$ cat config.mk
export PLATFORM = sky130hd
export DESIGN_NAME = channel_capture_random_walk_flat
export DESIGN_NICKNAME = d
export VERILOG_FILES = /design/src/sv/crw_pkg.sv /design/src/sv/crw_move_if.sv /design/src/sv/crw_result_if.sv /design/src/sv/crw_div.sv /design/src/sv/crw_ctrl.sv /design/src/sv/crw_dp.sv /design/src/sv/channel_capture_random_walk.sv /design/src/flat_wrapper.sv
export VERILOG_INCLUDE_DIRS = /design/src /design/src/sv
export SDC_FILE = /design/constraint.sdc
export NUM_CORES = 2
export LEC_CHECK = 0
export CORE_ASPECT_RATIO = 0.8
export CORE_MARGIN = 1.5
export CORE_UTILIZATION = 60
export DETAILED_ROUTE_END_ITERATION = 10
export DONT_BUFFER_PORTS = 1
export HOLD_SLACK_MARGIN = 0.1
export MAX_ROUTING_LAYER = met4
export PLACE_DENSITY = 0.81
export SETUP_SLACK_MARGIN = 0.5
export SLEW_MARGIN = 30
export SYNTH_ARGS = -nofsm -noshare
export SYNTH_HDL_FRONTEND = slang
export SYNTH_SLANG_ARGS = --single-unit
export TNS_END_PERCENT = 20
$ cat constraint.sdc
create_clock -name clk -period 21.3 [get_ports clk]
set_input_delay 5.325 -clock clk [delete_from_list [all_inputs] [get_ports clk]]
set_output_delay 5.325 -clock clk [all_outputs]
set_load 0.05 [all_outputs]
$ cat src/sv/assert_macros.svh
// assertion helpers, compiled out when SYNTH is defined
`ifndef ASSERT_MACROS_SVH
`define ASSERT_MACROS_SVH
`ifndef SYNTH
`define ASSERT_CLK(lbl, prop) \
  lbl: assert property (@(posedge clk) disable iff (rst) prop) \
    else $error("assertion failed");
`define ASSERT_NEXT(lbl, ante, cons) \
  lbl: assert property (@(posedge clk) disable iff (rst) (ante) |=> (cons)) \
    else $error("assertion failed");
`else
`define ASSERT_CLK(lbl, prop)
`define ASSERT_NEXT(lbl, ante, cons)
`endif
`endif

$ cat src/sv/crw_pkg.sv
package crw_pkg;

  localparam int COORD_BITS_DEF = 24;
  localparam int STEP_BITS_DEF  = 40;

  localparam int DIR_BITS       = 3;
  localparam int HEIGHT_BITS    = 23;
  localparam int RSQ_BITS       = 48;
  localparam int HIT_H_BITS     = 24;
  localparam int LIMIT_BITS     = 40;
  localparam int BIN_W_BITS     = 16;
  localparam int TIME_BITS      = 40;
  localparam int COUNT_BITS     = 32;
  localparam int CFG_DATA_BITS  = 48;
  localparam int CFG_INDEX_BITS = 3;

  localparam logic [RSQ_BITS-1:0]   RSQ_MAX           = '1;
  localparam logic [LIMIT_BITS-1:0] STEPS_TO_MISS_RST = 40'd1000000;
  localparam logic [BIN_W_BITS-1:0] STEPS_PER_BIN_RST = 16'd1;

  // direction codes, anything above DIR_Z_NEG is ignored
  localparam logic [DIR_BITS-1:0] DIR_X_POS = 3'd0;
  localparam logic [DIR_BITS-1:0] DIR_X_NEG = 3'd1;
  localparam logic [DIR_BITS-1:0] DIR_Y_POS = 3'd2;
  localparam logic [DIR_BITS-1:0] DIR_Y_NEG = 3'd3;
  localparam logic [DIR_BITS-1:0] DIR_Z_POS = 3'd4;
  localparam logic [DIR_BITS-1:0] DIR_Z_NEG = 3'd5;

  localparam logic [CFG_INDEX_BITS-1:0] REG_CAP_HEIGHT     = 3'd0;
  localparam logic [CFG_INDEX_BITS-1:0] REG_CAP_RADIUS_SQ  = 3'd1;
  localparam logic [CFG_INDEX_BITS-1:0] REG_CHAN_RADIUS_SQ = 3'd2;
  localparam logic [CFG_INDEX_BITS-1:0] REG_START_HEIGHT   = 3'd3;
  localparam logic [CFG_INDEX_BITS-1:0] REG_HIT_HEIGHT     = 3'd4;
  localparam logic [CFG_INDEX_BITS-1:0] REG_STEPS_TO_MISS  = 3'd5;
  localparam logic [CFG_INDEX_BITS-1:0] REG_STEPS_PER_BIN  = 3'd6;

  typedef struct packed {
    logic        [HEIGHT_BITS-1:0] cap_height;
    logic        [RSQ_BITS-1:0]    cap_radius_sq;
    logic        [RSQ_BITS-1:0]    channel_radius_sq;
    logic        [HEIGHT_BITS-1:0] start_height;
    logic signed [HIT_H_BITS-1:0]  hit_height;
    logic        [LIMIT_BITS-1:0]  steps_to_miss;
    logic        [BIN_W_BITS-1:0]  steps_per_bin;
  } cfg_t;

  typedef enum logic [2:0] {
    ST_IDLE,
    ST_MUL,
    ST_MOVE,
    ST_EVAL,
    ST_DIV,
    ST_EMIT
  } state_t;

  typedef struct packed {
    logic load;
    logic mul;
    logic move;
    logic eval;
    logic div_start;
    logic emit;
  } cmd_t;

  typedef struct packed {
    logic ignored;
    logic hit;
    logic miss;
    logic div_done;
    logic out_free;
  } status_t;

endpackage

$ cat src/sv/crw_move_if.sv
interface crw_move_if;
  logic                          valid;
  logic                          ready;
  logic [crw_pkg::DIR_BITS-1:0]  direction;

  modport source (output valid, output direction, input ready);
  modport sink (input valid, input direction, output ready);
endinterface

$ cat src/sv/crw_result_if.sv
interface crw_result_if;
  logic                           valid;
  logic                           ready;
  logic                           hit;
  logic [crw_pkg::TIME_BITS-1:0]  time_bin;
  logic [crw_pkg::COUNT_BITS-1:0] hits_total;
  logic [crw_pkg::COUNT_BITS-1:0] misses_total;

  modport source (output valid, output hit, output time_bin, output hits_total,
                  output misses_total, input ready);
  modport sink (input valid, input hit, input time_bin, input hits_total,
                input misses_total, output ready);
endinterface

$ cat src/sv/crw_div.sv
module crw_div #(
  parameter int STEP_BITS = crw_pkg::STEP_BITS_DEF
) (
  input  logic                             clk,
  input  logic                             rst,
  input  logic                             start,
  input  logic [STEP_BITS-1:0]             dividend,
  input  logic [crw_pkg::BIN_W_BITS-1:0]   divisor,
  output logic                             done,
  output logic [STEP_BITS-1:0]             quotient
);

  localparam int CNT_BITS = $clog2(STEP_BITS + 1);
  localparam int BW       = crw_pkg::BIN_W_BITS;

  logic [CNT_BITS-1:0] count;
  logic [BW-1:0]       rem;
  logic [BW-1:0]       dsr;
  logic [BW:0]         rem_sh;
  logic [BW:0]         diff;
  logic                ge;

  // restoring divide, one quotient bit a cycle
  always_comb begin
    rem_sh = {rem, quotient[STEP_BITS-1]};
    diff   = rem_sh - {1'b0, dsr};
    ge     = rem_sh >= {1'b0, dsr};
    done   = count == CNT_BITS'(1);
  end

  always_ff @(posedge clk) begin
    if (rst) begin
      count <= '0;
    end else if (start) begin
      count <= CNT_BITS'(STEP_BITS);
    end else if (count != '0) begin
      count <= count - CNT_BITS'(1);
    end
  end

  always_ff @(posedge clk) begin
    if (start) begin
      quotient <= dividend;
      rem      <= '0;
      dsr      <= divisor;
    end else if (count != '0) begin
      rem      <= ge ? diff[BW-1:0] : rem_sh[BW-1:0];
      quotient <= {quotient[STEP_BITS-2:0], ge};
    end
  end

endmodule

$ cat src/sv/crw_ctrl.sv
module crw_ctrl (
  input  logic               clk,
  input  logic               rst,
  input  logic               in_valid,
  output logic               in_ready,
  input  crw_pkg::status_t   status,
  output crw_pkg::cmd_t      cmd
);

  crw_pkg::state_t state, state_next;

  always_ff @(posedge clk) begin
    if (rst) begin
      state <= crw_pkg::ST_IDLE;
    end else begin
      state <= state_next;
    end
  end

  always_comb begin
    state_next = state;
    cmd        = '0;
    in_ready   = 1'b0;
    unique case (state)
      crw_pkg::ST_IDLE: begin
        in_ready = !rst;
        if (in_valid && !rst) begin
          cmd.load = 1'b1;
          if (!status.ignored) begin
            state_next = crw_pkg::ST_MUL;
          end
        end
      end
      crw_pkg::ST_MUL: begin
        cmd.mul    = 1'b1;
        state_next = crw_pkg::ST_MOVE;
      end
      crw_pkg::ST_MOVE: begin
        cmd.move   = 1'b1;
        state_next = crw_pkg::ST_EVAL;
      end
      crw_pkg::ST_EVAL: begin
        cmd.eval = 1'b1;
        priority if (status.hit) begin
          cmd.div_start = 1'b1;
          state_next    = crw_pkg::ST_DIV;
        end else if (status.miss) begin
          state_next = crw_pkg::ST_EMIT;
        end else begin
          state_next = crw_pkg::ST_IDLE;
        end
      end
      crw_pkg::ST_DIV: begin
        if (status.div_done) begin
          state_next = crw_pkg::ST_EMIT;
        end
      end
      crw_pkg::ST_EMIT: begin
        if (status.out_free) begin
          cmd.emit   = 1'b1;
          state_next = crw_pkg::ST_IDLE;
        end
      end
      default: begin
        state_next = crw_pkg::ST_IDLE;
      end
    endcase
  end

endmodule

$ cat src/sv/crw_dp.sv
module crw_dp #(
  parameter int COORD_BITS = crw_pkg::COORD_BITS_DEF,
  parameter int STEP_BITS  = crw_pkg::STEP_BITS_DEF
) (
  input  logic                              clk,
  input  logic                              rst,
  input  crw_pkg::cfg_t                     cfg,
  input  logic [crw_pkg::DIR_BITS-1:0]      direction,
  input  crw_pkg::cmd_t                     cmd,
  output crw_pkg::status_t                  status,
  input  logic                              res_ready,
  output logic                              res_valid,
  output logic                              res_hit,
  output logic [crw_pkg::TIME_BITS-1:0]     res_time_bin,
  output logic [crw_pkg::COUNT_BITS-1:0]    res_hits_total,
  output logic [crw_pkg::COUNT_BITS-1:0]    res_misses_total
);

  localparam int MAG_BITS = COORD_BITS - 1;
  localparam int SQ_BITS  = 2 * MAG_BITS;
  localparam int SUM_BITS = (SQ_BITS + 1 > crw_pkg::RSQ_BITS) ? SQ_BITS + 1
                                                              : crw_pkg::RSQ_BITS + 1;
  localparam int CMP_BITS = (COORD_BITS + 1 > crw_pkg::HIT_H_BITS) ? COORD_BITS + 1
                                                                   : crw_pkg::HIT_H_BITS;
  localparam int LIM_BITS = (STEP_BITS + 1 > crw_pkg::LIMIT_BITS) ? STEP_BITS + 1
                                                                  : crw_pkg::LIMIT_BITS;
  localparam int RB       = crw_pkg::RSQ_BITS;
  localparam int CB       = crw_pkg::COUNT_BITS;

  localparam logic signed [COORD_BITS:0] CMAX  = {2'b00, {MAG_BITS{1'b1}}};
  localparam logic signed [COORD_BITS:0] CMIN  = -CMAX;
  localparam logic signed [COORD_BITS:0] C_ONE = {{COORD_BITS{1'b0}}, 1'b1};

  function automatic logic signed [COORD_BITS-1:0] sat(input logic signed [COORD_BITS:0] v);
    logic signed [COORD_BITS:0] r;
    r = v;
    if (v > CMAX) begin
      r = CMAX;
    end else if (v < CMIN) begin
      r = CMIN;
    end
    return r[COORD_BITS-1:0];
  endfunction

  // walk state
  logic signed [COORD_BITS-1:0] pos_x, pos_y, pos_z;
  logic        [RB-1:0]         radius_sq;
  logic        [STEP_BITS-1:0]  step_index;
  logic        [CB-1:0]         hit_count, miss_count;

  // per-request working registers
  logic        [crw_pkg::DIR_BITS-1:0] dir;
  logic signed [COORD_BITS-1:0]        nx, ny;
  logic        [SQ_BITS-1:0]           sq_x, sq_y;
  logic                                res_is_hit;

  logic signed [COORD_BITS-1:0] nx_next, ny_next;
  logic signed [COORD_BITS:0]   px_w, py_w, pz_w, t_w;
  logic        [COORD_BITS-1:0] ax_full, ay_full;
  logic        [MAG_BITS-1:0]   ax, ay;
  logic        [SUM_BITS-1:0]   sum;
  logic        [RB-1:0]         nr;
  logic signed [CMP_BITS-1:0]   z_cmp, t_cmp, cap_cmp, hit_cmp, start_cmp, cmax_cmp;
  logic signed [COORD_BITS-1:0] start_z;
  logic                         low, blocked, lateral, floor_stop, cap_stop, in_chan;
  logic        [LIM_BITS-1:0]   next_count;
  logic        [crw_pkg::BIN_W_BITS-1:0] bin_w;
  logic                         div_done;
  logic        [STEP_BITS-1:0]  quotient;

  always_comb begin
    px_w = {pos_x[COORD_BITS-1], pos_x};
    py_w = {pos_y[COORD_BITS-1], pos_y};
    pz_w = {pos_z[COORD_BITS-1], pos_z};
    nx_next = pos_x;
    ny_next = pos_y;
    unique case (direction)
      crw_pkg::DIR_X_POS: nx_next = sat(px_w + C_ONE);
      crw_pkg::DIR_X_NEG: nx_next = sat(px_w - C_ONE);
      crw_pkg::DIR_Y_POS: ny_next = sat(py_w + C_ONE);
      crw_pkg::DIR_Y_NEG: ny_next = sat(py_w - C_ONE);
      default: begin
      end
    endcase

    ax_full = nx[COORD_BITS-1] ? -nx : nx;
    ay_full = ny[COORD_BITS-1] ? -ny : ny;
    ax      = ax_full[MAG_BITS-1:0];
    ay      = ay_full[MAG_BITS-1:0];

    sum = SUM_BITS'(sq_x) + SUM_BITS'(sq_y);
    nr  = (sum > SUM_BITS'(crw_pkg::RSQ_MAX)) ? crw_pkg::RSQ_MAX : sum[RB-1:0];

    z_cmp     = CMP_BITS'(pos_z);
    t_w       = pz_w - C_ONE;
    t_cmp     = CMP_BITS'(t_w);
    cap_cmp   = CMP_BITS'(cfg.cap_height);
    hit_cmp   = CMP_BITS'(cfg.hit_height);
    start_cmp = CMP_BITS'(cfg.start_height);
    cmax_cmp  = CMP_BITS'(CMAX);
    start_z   = (start_cmp > cmax_cmp) ? CMAX[COORD_BITS-1:0] : start_cmp[COORD_BITS-1:0];

    lateral = dir <= crw_pkg::DIR_Y_NEG;
    low     = z_cmp <= cap_cmp;
    blocked = low && ((radius_sq <= cfg.channel_radius_sq && nr > cfg.channel_radius_sq) ||
                      (radius_sq >= cfg.cap_radius_sq && nr < cfg.cap_radius_sq));
    floor_stop = radius_sq >= cfg.cap_radius_sq && t_w[COORD_BITS];
    cap_stop   = radius_sq < cfg.cap_radius_sq && radius_sq > cfg.channel_radius_sq &&
                 t_cmp < cap_cmp;

    in_chan    = radius_sq <= cfg.channel_radius_sq;
    next_count = LIM_BITS'(step_index) + LIM_BITS'(1);
    bin_w      = (cfg.steps_per_bin == '0) ? crw_pkg::BIN_W_BITS'(1) : cfg.steps_per_bin;

    status.ignored  = direction > crw_pkg::DIR_Z_NEG;
    status.hit      = in_chan && z_cmp <= hit_cmp;
    status.miss     = (&step_index) || next_count >= LIM_BITS'(cfg.steps_to_miss);
    status.div_done = div_done;
    status.out_free = !res_valid || res_ready;
  end

  crw_div #(
    .STEP_BITS (STEP_BITS)
  ) u_div (
    .clk      (clk),
    .rst      (rst),
    .start    (cmd.div_start),
    .dividend (step_index),
    .divisor  (bin_w),
    .done     (div_done),
    .quotient (quotient)
  );

  always_ff @(posedge clk) begin
    if (rst) begin
      pos_x      <= '0;
      pos_y      <= '0;
      pos_z      <= '0;
      radius_sq  <= '0;
      step_index <= '0;
      hit_count  <= '0;
      miss_count <= '0;
      res_valid  <= 1'b0;
    end else begin
      if (cmd.move) begin
        if (lateral) begin
          if (!blocked) begin
            pos_x     <= nx;
            pos_y     <= ny;
            radius_sq <= nr;
          end
        end else if (dir == crw_pkg::DIR_Z_POS) begin
          pos_z <= sat(pz_w + C_ONE);
        end else if (!(floor_stop || cap_stop)) begin
          pos_z <= sat(t_w);
        end
      end
      if (cmd.eval && !status.hit && !status.miss) begin
        step_index <= step_index + STEP_BITS'(1);
      end
      if (cmd.emit) begin
        pos_x      <= '0;
        pos_y      <= '0;
        pos_z      <= start_z;
        radius_sq  <= '0;
        step_index <= '0;
        if (res_is_hit) begin
          hit_count <= hit_count + CB'(1);
        end else begin
          miss_count <= miss_count + CB'(1);
        end
        res_valid <= 1'b1;
      end else if (res_ready) begin
        res_valid <= 1'b0;
      end
    end
  end

  always_ff @(posedge clk) begin
    if (cmd.load) begin
      dir <= direction;
      nx  <= nx_next;
      ny  <= ny_next;
    end
    if (cmd.mul) begin
      sq_x <= ax * ax;
      sq_y <= ay * ay;
    end
    if (cmd.eval) begin
      res_is_hit <= status.hit;
    end
    if (cmd.emit) begin
      res_hit          <= res_is_hit;
      res_time_bin     <= res_is_hit ? crw_pkg::TIME_BITS'(quotient) : '0;
      res_hits_total   <= res_is_hit ? hit_count + CB'(1) : hit_count;
      res_misses_total <= res_is_hit ? miss_count : miss_count + CB'(1);
    end
  end

endmodule

$ cat src/sv/channel_capture_random_walk.sv
// lattice random walk near a capped pore
// moves: one 3-bit direction per request (x+, x-, y+, y-, z+, z-; the two
//   remaining codes are accepted and change nothing)
// results: one request per finished walk, captured or timed out, with the
//   time bin and running hit and miss totals
// wr_en/wr_index/wr_data: register writes, only while the walk is idle (the user's duty; not enforced)
// a step runs through the accept, square, move and check states in turn
// a capture adds the bit-serial time bin divide, then the load of the
//   result register; a timeout adds the load only
// the result register lets the next step be taken while a result waits; a
//   walk that ends while it is still full holds until the receiver takes it
// reset: registers to their defaults, molecule at (0, 0, 0), totals zero
module channel_capture_random_walk #(
  parameter int COORD_BITS = crw_pkg::COORD_BITS_DEF,
  parameter int STEP_BITS  = crw_pkg::STEP_BITS_DEF
) (
  input  logic                                 clk,
  input  logic                                 rst,
  input  logic                                 wr_en,
  input  logic [crw_pkg::CFG_INDEX_BITS-1:0]   wr_index,
  input  logic [crw_pkg::CFG_DATA_BITS-1:0]    wr_data,
  crw_move_if.sink                             moves,
  crw_result_if.source                         results
);

`include "assert_macros.svh"

  crw_pkg::cfg_t    cfg;
  crw_pkg::cmd_t    cmd;
  crw_pkg::status_t status;

  always_ff @(posedge clk) begin
    if (rst) begin
      cfg.cap_height        <= '0;
      cfg.cap_radius_sq     <= '0;
      cfg.channel_radius_sq <= '0;
      cfg.start_height      <= '0;
      cfg.hit_height        <= '0;
      cfg.steps_to_miss     <= crw_pkg::STEPS_TO_MISS_RST;
      cfg.steps_per_bin     <= crw_pkg::STEPS_PER_BIN_RST;
    end else if (wr_en) begin
      unique case (wr_index)
        crw_pkg::REG_CAP_HEIGHT:
          cfg.cap_height <= wr_data[crw_pkg::HEIGHT_BITS-1:0];
        crw_pkg::REG_CAP_RADIUS_SQ:
          cfg.cap_radius_sq <= wr_data[crw_pkg::RSQ_BITS-1:0];
        crw_pkg::REG_CHAN_RADIUS_SQ:
          cfg.channel_radius_sq <= wr_data[crw_pkg::RSQ_BITS-1:0];
        crw_pkg::REG_START_HEIGHT:
          cfg.start_height <= wr_data[crw_pkg::HEIGHT_BITS-1:0];
        crw_pkg::REG_HIT_HEIGHT:
          cfg.hit_height <= signed'(wr_data[crw_pkg::HIT_H_BITS-1:0]);
        crw_pkg::REG_STEPS_TO_MISS:
          cfg.steps_to_miss <= wr_data[crw_pkg::LIMIT_BITS-1:0];
        crw_pkg::REG_STEPS_PER_BIN:
          cfg.steps_per_bin <= wr_data[crw_pkg::BIN_W_BITS-1:0];
        default: begin
        end
      endcase
    end
  end

  crw_ctrl u_ctrl (
    .clk      (clk),
    .rst      (rst),
    .in_valid (moves.valid),
    .in_ready (moves.ready),
    .status   (status),
    .cmd      (cmd)
  );

  crw_dp #(
    .COORD_BITS (COORD_BITS),
    .STEP_BITS  (STEP_BITS)
  ) u_dp (
    .clk              (clk),
    .rst              (rst),
    .cfg              (cfg),
    .direction        (moves.direction),
    .cmd              (cmd),
    .status           (status),
    .res_ready        (results.ready),
    .res_valid        (results.valid),
    .res_hit          (results.hit),
    .res_time_bin     (results.time_bin),
    .res_hits_total   (results.hits_total),
    .res_misses_total (results.misses_total)
  );

  `ASSERT_CLK(a_ready_only_idle, moves.ready |-> !(cmd.mul || cmd.move || cmd.eval || cmd.emit))
  `ASSERT_NEXT(a_mul_then_move, cmd.mul, cmd.move)
  `ASSERT_CLK(a_emit_when_free, cmd.emit |-> (!results.valid || results.ready))
  `ASSERT_NEXT(a_emit_shows, cmd.emit, results.valid)
  `ASSERT_CLK(a_miss_zero_bin, (results.valid && !results.hit) |-> (results.time_bin == '0))

endmodule
$ cat src/flat_wrapper.sv
// flat-port wrapper written by rule: the top's interface ports become plain ports
module channel_capture_random_walk_flat 
#(
  parameter int COORD_BITS = crw_pkg::COORD_BITS_DEF,
  parameter int STEP_BITS  = crw_pkg::STEP_BITS_DEF
)
  (clk, rst, wr_en, wr_index, wr_data, moves_valid, moves_direction, moves_ready, results_valid, results_hit, results_time_bin, results_hits_total, results_misses_total, results_ready);
  crw_move_if moves_i ();
  crw_result_if results_i ();
  input  logic clk;
  input  logic rst;
  input  logic wr_en;
  input  logic [crw_pkg::CFG_INDEX_BITS-1:0] wr_index;
  input  logic [crw_pkg::CFG_DATA_BITS-1:0] wr_data;
  input wire logic [$bits(moves_i.valid)-1:0] moves_valid;
  input wire logic [$bits(moves_i.direction)-1:0] moves_direction;
  output wire logic [$bits(moves_i.ready)-1:0] moves_ready;
  output wire logic [$bits(results_i.valid)-1:0] results_valid;
  output wire logic [$bits(results_i.hit)-1:0] results_hit;
  output wire logic [$bits(results_i.time_bin)-1:0] results_time_bin;
  output wire logic [$bits(results_i.hits_total)-1:0] results_hits_total;
  output wire logic [$bits(results_i.misses_total)-1:0] results_misses_total;
  input wire logic [$bits(results_i.ready)-1:0] results_ready;
  assign moves_i.valid = moves_valid;
  assign moves_i.direction = moves_direction;
  assign moves_ready = moves_i.ready;
  assign results_valid = results_i.valid;
  assign results_hit = results_i.hit;
  assign results_time_bin = results_i.time_bin;
  assign results_hits_total = results_i.hits_total;
  assign results_misses_total = results_i.misses_total;
  assign results_i.ready = results_ready;
  channel_capture_random_walk #(.COORD_BITS(COORD_BITS), .STEP_BITS(STEP_BITS)) u_core (.clk(clk), .rst(rst), .wr_en(wr_en), .wr_index(wr_index), .wr_data(wr_data), .moves(moves_i), .results(results_i));
endmodule
==> metrics.md <==
| Metric | Value |
|---|---|
| Critical path fanouts, max | 19 |
| Max-slew violation count | 0 |
| Initial core utilization | 60.44% |
| Fin util | 63.79% |
| Mapped Area | 76,890 um^2 |
| RSZ-0062 raised after global routing | no |
| Pre-CTS setup slack | 10.18 ns |
| Drt pass-1 iters | 8 |
| Synth area leaders | fa_1 (21%), dfxtp_1 (12%), edfxtp_1 (12%) |
| Vias in the first global route | 62,510 |
| Slew margin rel. | 24.24% |
| Hold Fails Final Rpt | 0 |
| Nets | 10,090 |
| Total CTS buffers | 78 |
| Period utilization | 53.30% |
| DP HPWL | 169,400 um |
| Mean Syn Cell Area | 8.788 um^2 |
| Synth top area share | 20.52% |
| Hold_buf cts | 0 |
| Critical path's most frequent cell | fa_1 |
| Number of synthesized register bits | 774 |
| Via count | 63,170 |
| Crit Path Class | flip-flop to flip-flop |
| Die width | 403.2 um |
| Final setup vio count | 0 |
| Buffers on Ports | 0 |
| Initial drt markers | 6,410 |
| Fin crit period | 11.35 ns |
| Worst endpoint data arrival time | 11.77 ns |
| Hold Slack | 0.4534 ns |
| Cell row count | 117 |
| CP Capture Type | flip-flop |
| P&R area growth vs syn | 5.547% |
| Max-Cap Viols | 0 |
| IO Pins | 166 |
| GRT Residual Overflow | 0 |
| Area leader, netlist | fa_1 |
| Post-CTS setup buffers | 0 |
| Ys flop type | dfxtp_1 |
| Drt wl/cell | 21.54 um |
| Clock-pin slew of the registers on the worst-case setup and hold paths | 0.07 ns |
| GRT Util Overall | 34.93% |
| Layout cell share with drive strength beyond 1 | 4.489% |
| Most frequent cell after synthesis | inv_1 |
| Number of flops mapped to enable cells by yosys | 303 |
| Worst setup margin | 9.947 ns |
| Skew-Pair Late Insertion Delay | 0.70 ns |
| Root Buffer | clkbuf_16 |
| Ys Warns | 0 |
| GPL Wtd Cong | 1.035 |
| WP data required | 21.72 ns |
| Hold path cells | 2 |
| Mapped Cells | 8,749 |
| Antenna Nets Post-Route | 0 |
| DRC | 0 |
| Die Area | 130,300 um^2 |
| First-pass GRT wire length | 346,900 um |
| Worst reg2reg path depth | 30 |
| CTS sink count | 774 |
| Die height | 323.2 um |
| Achievable Freq | 88.08 MHz |
| Initial antenna violation count | 9 |
| Final setup TNS | 0 ns |
| Most frequent cells after synthesis | inv_1 (1,334), nand2_1 (1,065), fa_1 (788) |
| Post_cts resized | 0 |
| Startpoint Class | flip-flop |
| CTS tree | done |
| Syn Nets | 10,310 |
| H-tree Lvls | 3 |
| Post-synth cell types | 112 |
| Async S/R FF share, synth | 0% |
| Status | completed |
| Fill cells | 10,440 |
| Largest net degree at the start of global routing | 327 |
| Clk buf depth | 3 |
| Via density | 6.144 |
| Final clock skew | 0.05211 ns |
| Critical path's slowest cell | edfxtp_1 |
| Worst-Margin Slew | 1.126 ns |
| Post-Route WL | 221,500 um |
| CORE AREA | 127,200 um^2 |
| Seq/Total Area, Yosys | 24.10% |
| Largest stage delay on the critical path | 0.76 ns |
| Hold WC Path Type | flip-flop to flip-flop |
-- layer usage --
metal / track usage (%) / wire [um] / vias to the layer above
met5: - / 0 / -
met4: 12.10 / 8251 / 0
met3: 7.930 / 24400 / 555
met2: 53.40 / 99660 / 3148
met1: 45.82 / 89140 / 30790
li1: - / - / 28680
-- cell usage in the layout, fill, tap and decap left out, drive strengths merged, types with 65 or more instances in the layout --
cell type	netlist	layout
or3	80	80
mux2i	105	105
edfxtp	303	303
xor2	175	175
a211oi	65	65
nor3	143	143
and2	67	67
ha	711	711
nor4	81	81
o21ai	257	257
nand3	188	188
a21o	111	111
dfxtp	471	471
fa	788	788
nor2	685	685
nand2	1065	1065
clkbuf	318	98
xnor2	269	269
inv	1341	1347
buf	67	90
a21oi	547	547
nand4	108	108
and3	82	82
-- worst paths after layout --
kind / end / slack (ns) / from
max: u_core.u_dp.sq_y[42] / 9.95 / u_core.u_dp.ny[0]
min: u_core.cfg[82] / 0.45 / u_core.cfg[82]
max reg2reg: u_core.u_dp.sq_y[42] / 9.95 / u_core.u_dp.ny[0]
min reg2reg: u_core.cfg[82] / 0.45 / u_core.cfg[82]
-- worst max-delay path: cells and delay by family (launching register included) --
kind	cells	cell delay, ns
xor+xnor	1	0.67
buf+inv	5	1.70
flops	1	0.76
compound gates	10	2.91
fa+ha+maj	9	4.28
simple gates	5	0.73
-- per-stage QoR --
step | instances | area [um^2]
2_1_floorplan | 8749 | 76890
3_3_place_gp | 10120 | 78280
3_5_place_dp | 10120 | 78320
4_1_cts | 10270 | 81100
5_1_grt | 10280 | 81150
6_report | 10280 | 81150
-- logic make-up (layout without fill, tap and decap cells) --
logic type | count (synthesis) | count (layout) | synth area share (%)
AOI/OAI and AO/OA | 1401 | 1401 | 11.49
xor gates and xnor gates | 444 | 444 | 5.097
adders and majority gates | 1499 | 1499 | 32.09
buffers and inverters | 1734 | 1584 | 8.571
DFF | 774 | 774 | 24.10
muxes | 145 | 145 | 1.969
other | 0 | 16 | 0
and+or+nand+nor | 2752 | 2752 | 16.69
-- layout make-up --
| type | instances | area, um^2 | area share, % |
|---|---|---|---|
| timing repair buffer | 90 | 703.2 | 0.8665 |
| clock buffer | 98 | 2150 | 2.649 |
| inverter | 1349 | 5069 | 6.246 |
| clock inverter | 47 | 623.1 | 0.7678 |
| antenna | 16 | 40.04 | 0.04934 |
| sequential | 774 | 18530 | 22.83 |
| tap | 1666 | 2085 | 2.569 |
| multi-input combinational | 6241 | 51960 | 64.02 |
-- sequential cells by signal, summed over array words and instances (netlist names), 40 cells and up --
register / count
u_core.cfg: 222
u_core.u_dp.step_index: 40
u_core.u_dp.u_div.quotient: 40
u_core.u_dp.radius_sq: 47
u_core.u_dp.res_time_bin: 40
u_core.u_dp.sq_x: 45
u_core.u_dp.sq_y: 45
Power is left out: the tool's default activity adds up to more than one toggle a clock period on the data nets, which glitch-free logic cannot reach.
